$ cat config.mk
export PLATFORM = sky130hd
export DESIGN_NAME = best_fit_block_allocator_unit
export DESIGN_NICKNAME = d
export VERILOG_FILES = /design/src/rtl/bfa_pkg.sv /design/src/rtl/bfa_ram.sv /design/src/rtl/best_fit_block_allocator_unit.sv
export SDC_FILE = /design/constraint.sdc
export NUM_CORES = 1
export LEC_CHECK = 0
export BUFFER_PORTS_ARGS = -buffer_cell sky130_fd_sc_hd__buf_2
export CORE_MARGIN = 1.5
export CORE_UTILIZATION = 45
export DETAILED_ROUTE_END_ITERATION = 10
export PLACE_DENSITY = 0.59
export RECOVER_POWER = 100
export SETUP_SLACK_MARGIN = 0.1
export SYNTH_ARGS = -nofsm -noshare
export SYNTH_HDL_FRONTEND = slang
export SYNTH_SLANG_ARGS = --single-unit
$ cat constraint.sdc
create_clock -name aclk -period 12.17 [get_ports aclk]
set_clock_uncertainty 0.1 [all_clocks]
set_input_delay 2.434 -clock aclk [delete_from_list [all_inputs] [get_ports aclk]]
set_output_delay 2.434 -clock aclk [all_outputs]
set_load 0.01 [all_outputs]
$ cat src/rtl/bfa_pkg.sv
// ----------------------------------------------------------------------------
// bfa_pkg
// Shared constants and types for the best-fit partition allocator.
// ----------------------------------------------------------------------------
package bfa_pkg;

    localparam int NUM_BLOCKS = 16;
    localparam int SIZE_BITS  = 16;
    localparam int IDX_BITS   = 4;
    localparam int CNT_BITS   = 5;

    localparam logic [CNT_BITS-1:0] BLOCK_COUNT_RESET = CNT_BITS'(NUM_BLOCKS);

    typedef enum logic [1:0] {
        CMD_LOAD   = 2'd0,
        CMD_ALLOC  = 2'd1,
        CMD_QUERY  = 2'd2,
        CMD_UNUSED = 2'd3
    } cmd_t;

    typedef enum logic [4:0] {
        ST_IDLE  = 5'b00001,
        ST_QUERY = 5'b00010,
        ST_SCAN  = 5'b00100,
        ST_WRITE = 5'b01000,
        ST_DONE  = 5'b10000
    } state_t;

endpackage

$ cat src/rtl/bfa_ram.sv
// ----------------------------------------------------------------------------
// bfa_ram
// Generic simple dual-port RAM: one write port, one read port, registered read.
// ----------------------------------------------------------------------------
module bfa_ram #(
    parameter int WIDTH = 32,
    parameter int DEPTH = 16
) (
    input  logic                     aclk,
    input  logic                     wr_en,
    input  logic [$clog2(DEPTH)-1:0] wr_addr,
    input  logic [WIDTH-1:0]         wr_data,
    input  logic [$clog2(DEPTH)-1:0] rd_addr,
    output logic [WIDTH-1:0]         rd_data
);

    logic [WIDTH-1:0] mem [DEPTH];
    logic [WIDTH-1:0] rd_data_reg;

    always_ff @(posedge aclk) begin
        if (wr_en) begin
            mem[wr_addr] <= wr_data;
        end
        rd_data_reg <= mem[rd_addr];
    end

    assign rd_data = rd_data_reg;

endmodule

$ cat src/rtl/best_fit_block_allocator_unit.sv
// ----------------------------------------------------------------------------
// best_fit_block_allocator_unit
// Best-fit allocator over a table of fixed memory partitions.
// ----------------------------------------------------------------------------
// Partition size and leftover live in one RAM ({size, left} per entry); taken
// marks and loaded flags are flip-flops cleared by reset, so an entry that was
// never loaded reads as size 0, leftover 0. One word is processed at a time.
// Load, bad index and unused commands go from IDLE straight to DONE; a query
// passes through QUERY; an allocate passes through SCAN over the partitions
// in use, then WRITE when it grants, and goes straight to DONE with none in
// use. The scan reads one RAM entry per cycle through the single read port,
// keeps the smallest fitting free size, then writes the leftover back. A
// result waiting in the output register does not block acceptance of the next
// input word; that word's result waits until the output register is free.
// ----------------------------------------------------------------------------
module best_fit_block_allocator_unit
    import bfa_pkg::*;
(
    input  logic                  aclk,
    input  logic                  aresetn,

    input  logic                  cfg_wr_en,
    input  logic [CNT_BITS-1:0]   cfg_wr_data,

    input  logic                  s_valid,
    output logic                  s_ready,
    input  logic [1:0]            s_cmd,
    input  logic [IDX_BITS-1:0]   s_block_index,
    input  logic [SIZE_BITS-1:0]  s_size_value,

    output logic                  m_valid,
    input  logic                  m_ready,
    output logic                  m_granted,
    output logic [IDX_BITS-1:0]   m_chosen_block,
    output logic [SIZE_BITS-1:0]  m_space_left,
    output logic                  m_block_taken,
    output logic                  m_all_taken,
    output logic                  m_bad_index
);

    localparam int RAM_WIDTH = 2 * SIZE_BITS;

    state_t                 state_reg, state_next;
    logic [CNT_BITS-1:0]    block_count_reg;
    logic [NUM_BLOCKS-1:0]  taken_reg, taken_next;
    logic [NUM_BLOCKS-1:0]  loaded_reg, loaded_next;
    logic                   m_valid_reg, m_valid_next;

    logic [SIZE_BITS-1:0]   req_reg, req_next;
    logic [IDX_BITS-1:0]    idx_reg, idx_next;
    logic [IDX_BITS-1:0]    scan_reg, scan_next;
    logic [CNT_BITS-1:0]    used_reg, used_next;
    logic                   found_reg, found_next;
    logic [IDX_BITS-1:0]    best_idx_reg, best_idx_next;
    logic [SIZE_BITS-1:0]   best_size_reg, best_size_next;

    logic                   res_granted_reg, res_granted_next;
    logic [IDX_BITS-1:0]    res_chosen_reg, res_chosen_next;
    logic [SIZE_BITS-1:0]   res_left_reg, res_left_next;
    logic                   res_taken_reg, res_taken_next;
    logic                   res_bad_reg, res_bad_next;

    logic                   out_granted_reg, out_granted_next;
    logic [IDX_BITS-1:0]    out_chosen_reg, out_chosen_next;
    logic [SIZE_BITS-1:0]   out_left_reg, out_left_next;
    logic                   out_taken_reg, out_taken_next;
    logic                   out_all_reg, out_all_next;
    logic                   out_bad_reg, out_bad_next;

    logic                   ram_wr_en;
    logic [IDX_BITS-1:0]    ram_wr_addr;
    logic [RAM_WIDTH-1:0]   ram_wr_data;
    logic [IDX_BITS-1:0]    ram_rd_addr;
    logic [RAM_WIDTH-1:0]   ram_rd_data;

    logic [CNT_BITS-1:0]    used_cnt;
    logic                   accept;
    logic                   in_bad;
    logic [SIZE_BITS-1:0]   ent_size;
    logic [SIZE_BITS-1:0]   ent_left;
    logic                   ent_fit;
    logic [NUM_BLOCKS-1:0]  in_use;
    logic                   all_taken;

    bfa_ram #(
        .WIDTH (RAM_WIDTH),
        .DEPTH (NUM_BLOCKS)
    ) u_part_ram (
        .aclk    (aclk),
        .wr_en   (ram_wr_en),
        .wr_addr (ram_wr_addr),
        .wr_data (ram_wr_data),
        .rd_addr (ram_rd_addr),
        .rd_data (ram_rd_data)
    );

    assign used_cnt = (block_count_reg > CNT_BITS'(NUM_BLOCKS)) ?
                      CNT_BITS'(NUM_BLOCKS) : block_count_reg;
    assign s_ready  = (state_reg == ST_IDLE);
    assign accept   = s_valid && s_ready;
    assign in_bad   = ({1'b0, s_block_index} >= used_cnt);

    always_comb begin
        for (int i = 0; i < NUM_BLOCKS; i++) begin
            in_use[i] = (CNT_BITS'(i) < used_cnt);
        end
    end
    assign all_taken = &(taken_reg | ~in_use);

    // RAM data of the entry being scanned or queried; unloaded entries read zero
    assign ent_size = loaded_reg[scan_reg] ? ram_rd_data[RAM_WIDTH-1:SIZE_BITS] : '0;
    assign ent_left = loaded_reg[idx_reg] ? ram_rd_data[SIZE_BITS-1:0] : '0;
    assign ent_fit  = !taken_reg[scan_reg] && (ent_size >= req_reg) &&
                      (!found_reg || (ent_size < best_size_reg));

    always_comb begin
        state_next       = state_reg;
        taken_next       = taken_reg;
        loaded_next      = loaded_reg;
        m_valid_next     = m_valid_reg;
        req_next         = req_reg;
        idx_next         = idx_reg;
        scan_next        = scan_reg;
        used_next        = used_reg;
        found_next       = found_reg;
        best_idx_next    = best_idx_reg;
        best_size_next   = best_size_reg;
        res_granted_next = res_granted_reg;
        res_chosen_next  = res_chosen_reg;
        res_left_next    = res_left_reg;
        res_taken_next   = res_taken_reg;
        res_bad_next     = res_bad_reg;
        out_granted_next = out_granted_reg;
        out_chosen_next  = out_chosen_reg;
        out_left_next    = out_left_reg;
        out_taken_next   = out_taken_reg;
        out_all_next     = out_all_reg;
        out_bad_next     = out_bad_reg;
        ram_wr_en        = 1'b0;
        ram_wr_addr      = s_block_index;
        ram_wr_data      = {s_size_value, s_size_value};
        ram_rd_addr      = scan_reg + IDX_BITS'(1);

        if (m_valid_reg && m_ready) begin
            m_valid_next = 1'b0;
        end

        unique case (state_reg)
            ST_IDLE: begin
                ram_rd_addr = (s_cmd == CMD_QUERY) ? s_block_index : '0;
                if (accept) begin
                    req_next         = s_size_value;
                    idx_next         = s_block_index;
                    scan_next        = '0;
                    used_next        = used_cnt;
                    found_next       = 1'b0;
                    res_granted_next = 1'b0;
                    res_chosen_next  = '0;
                    res_left_next    = '0;
                    res_taken_next   = 1'b0;
                    res_bad_next     = 1'b0;
                    state_next       = ST_DONE;
                    unique case (cmd_t'(s_cmd))
                        CMD_LOAD: begin
                            res_chosen_next = s_block_index;
                            res_bad_next    = in_bad;
                            if (!in_bad) begin
                                ram_wr_en                  = 1'b1;
                                taken_next[s_block_index]  = 1'b0;
                                loaded_next[s_block_index] = 1'b1;
                                res_left_next              = s_size_value;
                            end
                        end
                        CMD_QUERY: begin
                            res_chosen_next = s_block_index;
                            res_bad_next    = in_bad;
                            if (!in_bad) begin
                                state_next = ST_QUERY;
                            end
                        end
                        CMD_ALLOC: begin
                            if (used_cnt != '0) begin
                                state_next = ST_SCAN;
                            end
                        end
                        CMD_UNUSED: begin
                        end
                    endcase
                end
            end
            ST_QUERY: begin
                res_left_next  = ent_left;
                res_taken_next = taken_reg[idx_reg];
                state_next     = ST_DONE;
            end
            ST_SCAN: begin
                if (ent_fit) begin
                    found_next     = 1'b1;
                    best_idx_next  = scan_reg;
                    best_size_next = ent_size;
                end
                scan_next = scan_reg + IDX_BITS'(1);
                if ({1'b0, scan_reg} == used_reg - CNT_BITS'(1)) begin
                    state_next = (found_reg || ent_fit) ? ST_WRITE : ST_DONE;
                end
            end
            ST_WRITE: begin
                ram_wr_en                  = 1'b1;
                ram_wr_addr                = best_idx_reg;
                ram_wr_data                = {best_size_reg, best_size_reg - req_reg};
                taken_next[best_idx_reg]   = 1'b1;
                loaded_next[best_idx_reg]  = 1'b1;
                res_granted_next           = 1'b1;
                res_chosen_next            = best_idx_reg;
                res_left_next              = best_size_reg - req_reg;
                res_taken_next             = 1'b1;
                state_next                 = ST_DONE;
            end
            ST_DONE: begin
                if (!m_valid_reg || m_ready) begin
                    m_valid_next     = 1'b1;
                    out_granted_next = res_granted_reg;
                    out_chosen_next  = res_chosen_reg;
                    out_left_next    = res_left_reg;
                    out_taken_next   = res_taken_reg;
                    out_all_next     = all_taken;
                    out_bad_next     = res_bad_reg;
                    state_next       = ST_IDLE;
                end
            end
            default: begin
                state_next = ST_IDLE;
            end
        endcase
    end

    always_ff @(posedge aclk) begin
        if (!aresetn) begin
            state_reg       <= ST_IDLE;
            block_count_reg <= BLOCK_COUNT_RESET;
            taken_reg       <= '0;
            loaded_reg      <= '0;
            m_valid_reg     <= 1'b0;
        end else begin
            state_reg   <= state_next;
            taken_reg   <= taken_next;
            loaded_reg  <= loaded_next;
            m_valid_reg <= m_valid_next;
            if (cfg_wr_en) begin
                block_count_reg <= cfg_wr_data;
            end
        end
    end

    always_ff @(posedge aclk) begin
        req_reg         <= req_next;
        idx_reg         <= idx_next;
        scan_reg        <= scan_next;
        used_reg        <= used_next;
        found_reg       <= found_next;
        best_idx_reg    <= best_idx_next;
        best_size_reg   <= best_size_next;
        res_granted_reg <= res_granted_next;
        res_chosen_reg  <= res_chosen_next;
        res_left_reg    <= res_left_next;
        res_taken_reg   <= res_taken_next;
        res_bad_reg     <= res_bad_next;
        out_granted_reg <= out_granted_next;
        out_chosen_reg  <= out_chosen_next;
        out_left_reg    <= out_left_next;
        out_taken_reg   <= out_taken_next;
        out_all_reg     <= out_all_next;
        out_bad_reg     <= out_bad_next;
    end

    assign m_valid        = m_valid_reg;
    assign m_granted      = out_granted_reg;
    assign m_chosen_block = out_chosen_reg;
    assign m_space_left   = out_left_reg;
    assign m_block_taken  = out_taken_reg;
    assign m_all_taken    = out_all_reg;
    assign m_bad_index    = out_bad_reg;

endmodule

Yosys cells after proc, flatten, opt, wreduce, memory -nomap -nowiden

Memories as Yosys holds them, arrays and structs flattened. A register that Yosys moved wholly into a read port is not among the register bits.
Index checks and enable logic that the tools add are counted.

Add/subtract/negate cells: 3
Multipliers: 0
Div/mod/pow operators: 0
Magnitude comparators: 26
Eq/ne operators: 14
Shifts and indexed selects: 0
Multiplexer cells: 58
Bitwise operators: 7
Reductions and logical operators: 29

Operators with widths:

| kind                 | count |
|---|---|
| $mux W16             | 11 |
| $or A16 B16 Y16      | 4 |
| $pmux W16 S2         | 2 |
| $pmux W16 S3         | 1 |
| $lt A4 B5 Y1 const A | 8 |
| $mux W5              | 7 |
| $mux W32             | 1 |
| $not A16 Y16         | 2 |
| $mux W4              | 6 |
| $lt A3 B5 Y1 const A | 4 |
| $lt A4 B5 Y1 const B | 4 |
| $pmux W5 S4          | 1 |
| $and A16 B16 Y16     | 1 |
| $bmux W1 S4          | 4 |
| $ge A16 B16 Y1       | 1 |
| $lt A16 B16 Y1       | 1 |
| $mux W1              | 16 |
| $pmux W4 S2          | 2 |
| $reduce_and A16 Y1   | 1 |
| $sub A16 B16 Y16     | 1 |
| $reduce_and A2 Y1    | 6 |
| $lt A1 B5 Y1 const A | 2 |
| $lt A2 B5 Y1 const A | 2 |
| $pmux W5 S2          | 1 |
| other kinds (28)     | 48 |

Bits in registers: 140
Bits in latches: 0
Memory bits (writable): 512
ROM bits: 0
Bits of input ports: 32
Output and inout bits: 26
Logic and storage cells: 161
Memories: 1

Memories:

| memory         | words | bits a word | read ports | clocked after memory_dff | wr ports | line          | RTL |
|---|---|---|---|---|---|---|---|
| u_part_ram.mem | 16    | 32          | 1          | 1                        | 1        | bfa_ram.sv:17 | `logic [WIDTH-1:0] mem [DEPTH];` |

Longest topological paths before layout

Word-level depth: 10
Depth in mapped cells: 15
Gate-level depth less buffers: 13

Hierarchy

Synthesis repeated with hierarchy kept, for this count alone.

Cells, all modules: 1593
Area total of the unflattened synthesis: 27727.8 um2

Modules (own cells, without submodules):

| module                        | times used | cells an instance | area an instance (um2) |
|---|---|---|---|
| bfa_ram                       | 1          | 838               | 19835.3 |
| best_fit_block_allocator_unit | 1          | 755               | 7892.6 |

Worst setup path before layout

Ideal clock, no wire load.

Path kind: input to register
From: input s_block_index[0]
To: memory u_part_ram.mem[0][0] (enable)
Arrival: 5.181 ns
Path slack: 6.468 ns
Stages: 9
Buffers on the path: 0
Cells stage by stage: inv_1 -> ha_1 -> nand2b_1 -> a21o_1 -> a21o_1 -> a21oi_1 -> o211a_1 -> o21ai_0 -> nor2_1

Longest elaborated chain between the ends: 7

Ends and longest elaborated chain:

| element                       | line                                 | RTL |
|---|---|---|
| start, declared               | best_fit_block_allocator_unit.sv:28  | `input logic [IDX_BITS-1:0] s_block_index,` |
| $ge A4 B5 Y1                  | best_fit_block_allocator_unit.sv:101 | `assign in_bad = ({1'b0, s_block_index} >= used_cnt);` |
| $mux W1                       | best_fit_block_allocator_unit.sv:167 | `if (!in_bad) begin` |
| $mux W1                       | best_fit_block_allocator_unit.sv:163 | `unique case (cmd_t'(s_cmd))` |
| $mux W1                       | best_fit_block_allocator_unit.sv:151 | `if (accept) begin` |
| $pmux W1 S2                   | best_fit_block_allocator_unit.sv:148 | `unique case (state_reg)` |
| $mux W1                       | bfa_ram.sv:21                        | `if (wr_en) begin` |
| $mux W1 (not written as such) | bfa_ram.sv:22                        | `mem[wr_addr] <= wr_data;` |
| end, declared                 | bfa_ram.sv:17                        |  |

Parallel ways exist; a longest one is shown, timed or not.

Final worst setup path

From: input s_cmd[0]
To: register u_part_ram.rd_data_reg[13], in the netlist u_part_ram.rd_data[13], read port of u_part_ram.mem

Longest elaborated chain between the ends: 3

Ends and longest elaborated chain:

| element         | line                                 | RTL |
|---|---|---|
| start, declared | best_fit_block_allocator_unit.sv:27  | `input logic [1:0] s_cmd,` |
| $eq A2 B2 Y1    | best_fit_block_allocator_unit.sv:150 | `ram_rd_addr = (s_cmd == CMD_QUERY) ? s_block_index : '0;` |
| $mux W4         | best_fit_block_allocator_unit.sv:150 |  |
| $mux W4         | best_fit_block_allocator_unit.sv:148 |  |
| end, declared   | bfa_ram.sv:18                        | `logic [WIDTH-1:0] rd_data_reg;` |

Every way passes these cells.
A chain may end at the register's enable or synchronous reset.

==> metrics.md <==
| Metric | Value |
|---|---|
| Core area | 61700 um2 |
| Final TNS setup | 0 ns |
| Synth top area share | 65.0% |
| All-Layer GR Usage | 22.1% |
| Clk buf depth | 3 |
| DRC viols | 0 |
| Max-slew violations | 609 |
| Register area share after synthesis | 70.3% |
| RSZ-0062 raised after global routing | false |
| Startpoint Class | input port |
| Syn Area/Cell | 17.6 um2 |
| TritonCTS buffer count | 74 |
| DRT antenna net count | 0 |
| Layout cells sized above 1 | 16.4% |
| Crit-path max FO | 34 |
| Synth unique cells | 69 |
| First-pass GRT wire length | 102000 um |
| Io pins | 58 |
| VDD IR max | 99.8 uV |
| CP Cell Sequence | clkbuf_1, inv_1, ha_1, a21oi_1, a21oi_1, clkbuf_1, mux4_2, mux2i_1, mux2i_1 |
| Clk Latency, worst-skew pair | 0.63 ns |
| Final Net Count | 1787 |
| CTS Hold Bufs | 0 |
| Routability cong. | 0.845 |
| Yosys warns | 0 |
| Resized cells post-CTS | 0 |
| Port bufs | 57 |
| CTS tree | built |
| H-tree levels | 3 |
| Met2 Use GR | 35.5% |
| First-pass iteration count of the detailed router | 6 |
| Diodes inserted | 0 |
| Setup CP Type | in2reg |
| HPWL Detailed | 40300 um |
| Via density | 5.78 |
| Tmin final | 8.32 ns |
| P&R area growth vs syn | 13.1% |
| Number of synthesized flops with an enable pin | 609 |
| Rows | 91 |
| Post-CTS Setup Repair Bufs | 0 |
| Routed len/inst | 26.4 um |
| Global-route met3 utilization | 3.90% |
| Mapped Cells | 1595 |
| CTS sink cnt | 684 |
| Vias in the first global route | 15216 |
| Post-synthesis cell area | 28100 um2 |
| Area leader, netlist | edfxtp_1 |
| Leading register cell type out of synthesis | edfxtp_1 |
| Antenna violations before repair | 2 |
| Final Hold Viols | 0 |
| Worst setup EP type | flip-flop |
| Pin count of the biggest net entering global routing | 68 |
| Initial Util | 45.6% |
| R2r worst-path depth | 7 |
| Post-synthesis register bit count | 684 |
| Die W | 253 um |
| Status | finished with violations |
| Min Hold Slack | 0.314 ns |
| Max Cap Violations | 28 |
| Detailed Route Iter0 Violations | 1467 |
| CTS clk-pin slew, worst paths | 0.06 ns |
| Critical path's largest stage delay | 2.28 ns |
| Met1 GRT Util | 30.8% |
| Power Density | 173 nW/um2 |
| Die Y | 253 um |
| Critical Path AT | 8.68 ns |
| Violated checks | capacitance limit, slew limit |
| Max reg flops | 512 |
| Worst endpoint required time | 12.53 ns |
| Grt total ovfl | 0 |
| Final period util | 68.4% |
| Synth Net Count | 1681 |
| Worst Hold Depth | 0 |
| Fmax | 120 MHz |
| Setup violations, final | 0 |
| Slew HR | -105% |
| FILL cells | 5102 |
| Leakage power | 10.9 nW |
| Crit-path slowest cell | a21oi_1 |
| CTS Root Cell | clkbuf_16 |
| GRT Max-Usage Layer | met2 |
| Die Footprint | 64000 um2 |
| Synth area leaders | edfxtp_1 (65%), mux4_2 (11%), dfxtp_1 (5.3%) |
| Actual slew at the worst max-slew pin | 3.08 ns |
| HP Class | reg2reg |
| Total number of vias | 15017 |
| Detailed Route WL | 68600 um |
| Async S/R FF share, synth | 0% |
[logic make-up (layout without fill, tap and decap cells)]
group | count (synthesis) | in the layout | share of synthesized area, %
buffers and inverters | 132 | 300 | 2.00
XOR/XNOR | 19 | 19 | 0.592
flip-flops | 684 | 684 | 70.3
AO/OA/AOI/OAI | 217 | 217 | 5.18
adder cells (fa/ha/maj) | 54 | 54 | 2.43
AND/OR/NAND/NOR | 235 | 235 | 3.97
multiplexers | 254 | 254 | 15.5
[synthesized netlist by cell type, types with 20 or more instances]
master / instances
buf_2: 20
o21ai_0: 78
nor2_1: 66
nand3_1: 24
clkbuf_1: 35
inv_1: 53
mux2i_1: 111
nand2_1: 68
ha_1: 53
a21oi_1: 38
mux4_2: 136
dfxtp_1: 75
edfxtp_1: 609
[final cells by class]
cell class	instances	area, um2	share of cell area [%]
Sequential cell	684	19800	62.2
Clock buffer	106	2030	6.39
Tap cell	837	1050	3.29
Clock inverter	32	477	1.50
Inverter	56	210	0.661
Timing Repair Buffer	106	440	1.38
Multi-Input combinational cell	779	7830	24.6
[path summary, 6_finish.rpt]
check                                                from                             end  slack (ns)
worst max-delay path                             s_cmd[0]  u_part_ram.rd_data[13]$_DFF_P_        3.85
worst min-delay path            res_bad_reg$_SDFFCE_PP0P_           m_bad_index$_DFFE_PP_        0.31
worst max register to register  scan_reg[0]$_SDFFCE_PN0P_  u_part_ram.rd_data[13]$_DFF_P_        5.02
worst min register to register  res_bad_reg$_SDFFCE_PP0P_           m_bad_index$_DFFE_PP_        0.31
[worst max-delay path: cells and delay by family]
kind	cells	cell delay (ns)
buf+inv	3	2.45
compound gates	2	2.40
fa+ha+maj	1	0.35
mux	3	1.00
[power by group]
group / leakage, nW / switching, mW / internal [mW]
clock network: 1.20 / 0.920 / 1.37
logic: 3.55 / 0.307 / 0.249
registers: 6.14 / 0.0419 / 2.62
total: 10.9 / 1.27 / 4.24
[placed cells by master (no fill, tap or decap), types with 11 or more instances in the layout]
cell / synthesis / final
clkbuf_1: 35 / 114
nor2b_1: 11 / 11
o221a_2: 16 / 16
nand3_1: 24 / 23
nor2_1: 66 / 64
nand2_1: 68 / 68
dfxtp_1: 75 / 75
nand2b_1: 14 / 14
mux4_2: 136 / 136
a21o_1: 19 / 19
a21oi_1: 38 / 35
clkbuf_16: 0 / 74
inv_1: 53 / 54
o21ai_0: 78 / 79
ha_1: 53 / 53
and2_0: 0 / 16
edfxtp_1: 609 / 609
mux2i_1: 111 / 111
[per-layer routing]
layer | up-vias | part of all wire [%] | wire, um
met4 | 4 | 2.3 | 1600
li1 | 6590 | - | -
met2 | 457 | 48 | 32900
met5 | - | 0.034 | 23
met3 | 102 | 5.4 | 3680
met1 | 7864 | 44 | 30400
[stage by stage]
stage          total power [mW]  std cells  cell area [um2]  utilization (%)  setup WS, ns
6_report                   5.51       2600            31800             51.6          3.85
5_1_grt                    5.71       2600            31800             51.6          2.92
4_1_cts                    5.56       2600            32200             52.1          5.97
3_5_place_dp               3.28       2462            29700             48.1          5.30
3_3_place_gp               3.28       2462            29700             48.1          5.39
2_1_floorplan              3.11       1595            28100                -          6.47
Note: power is estimated with default switching activity, not from simulation.
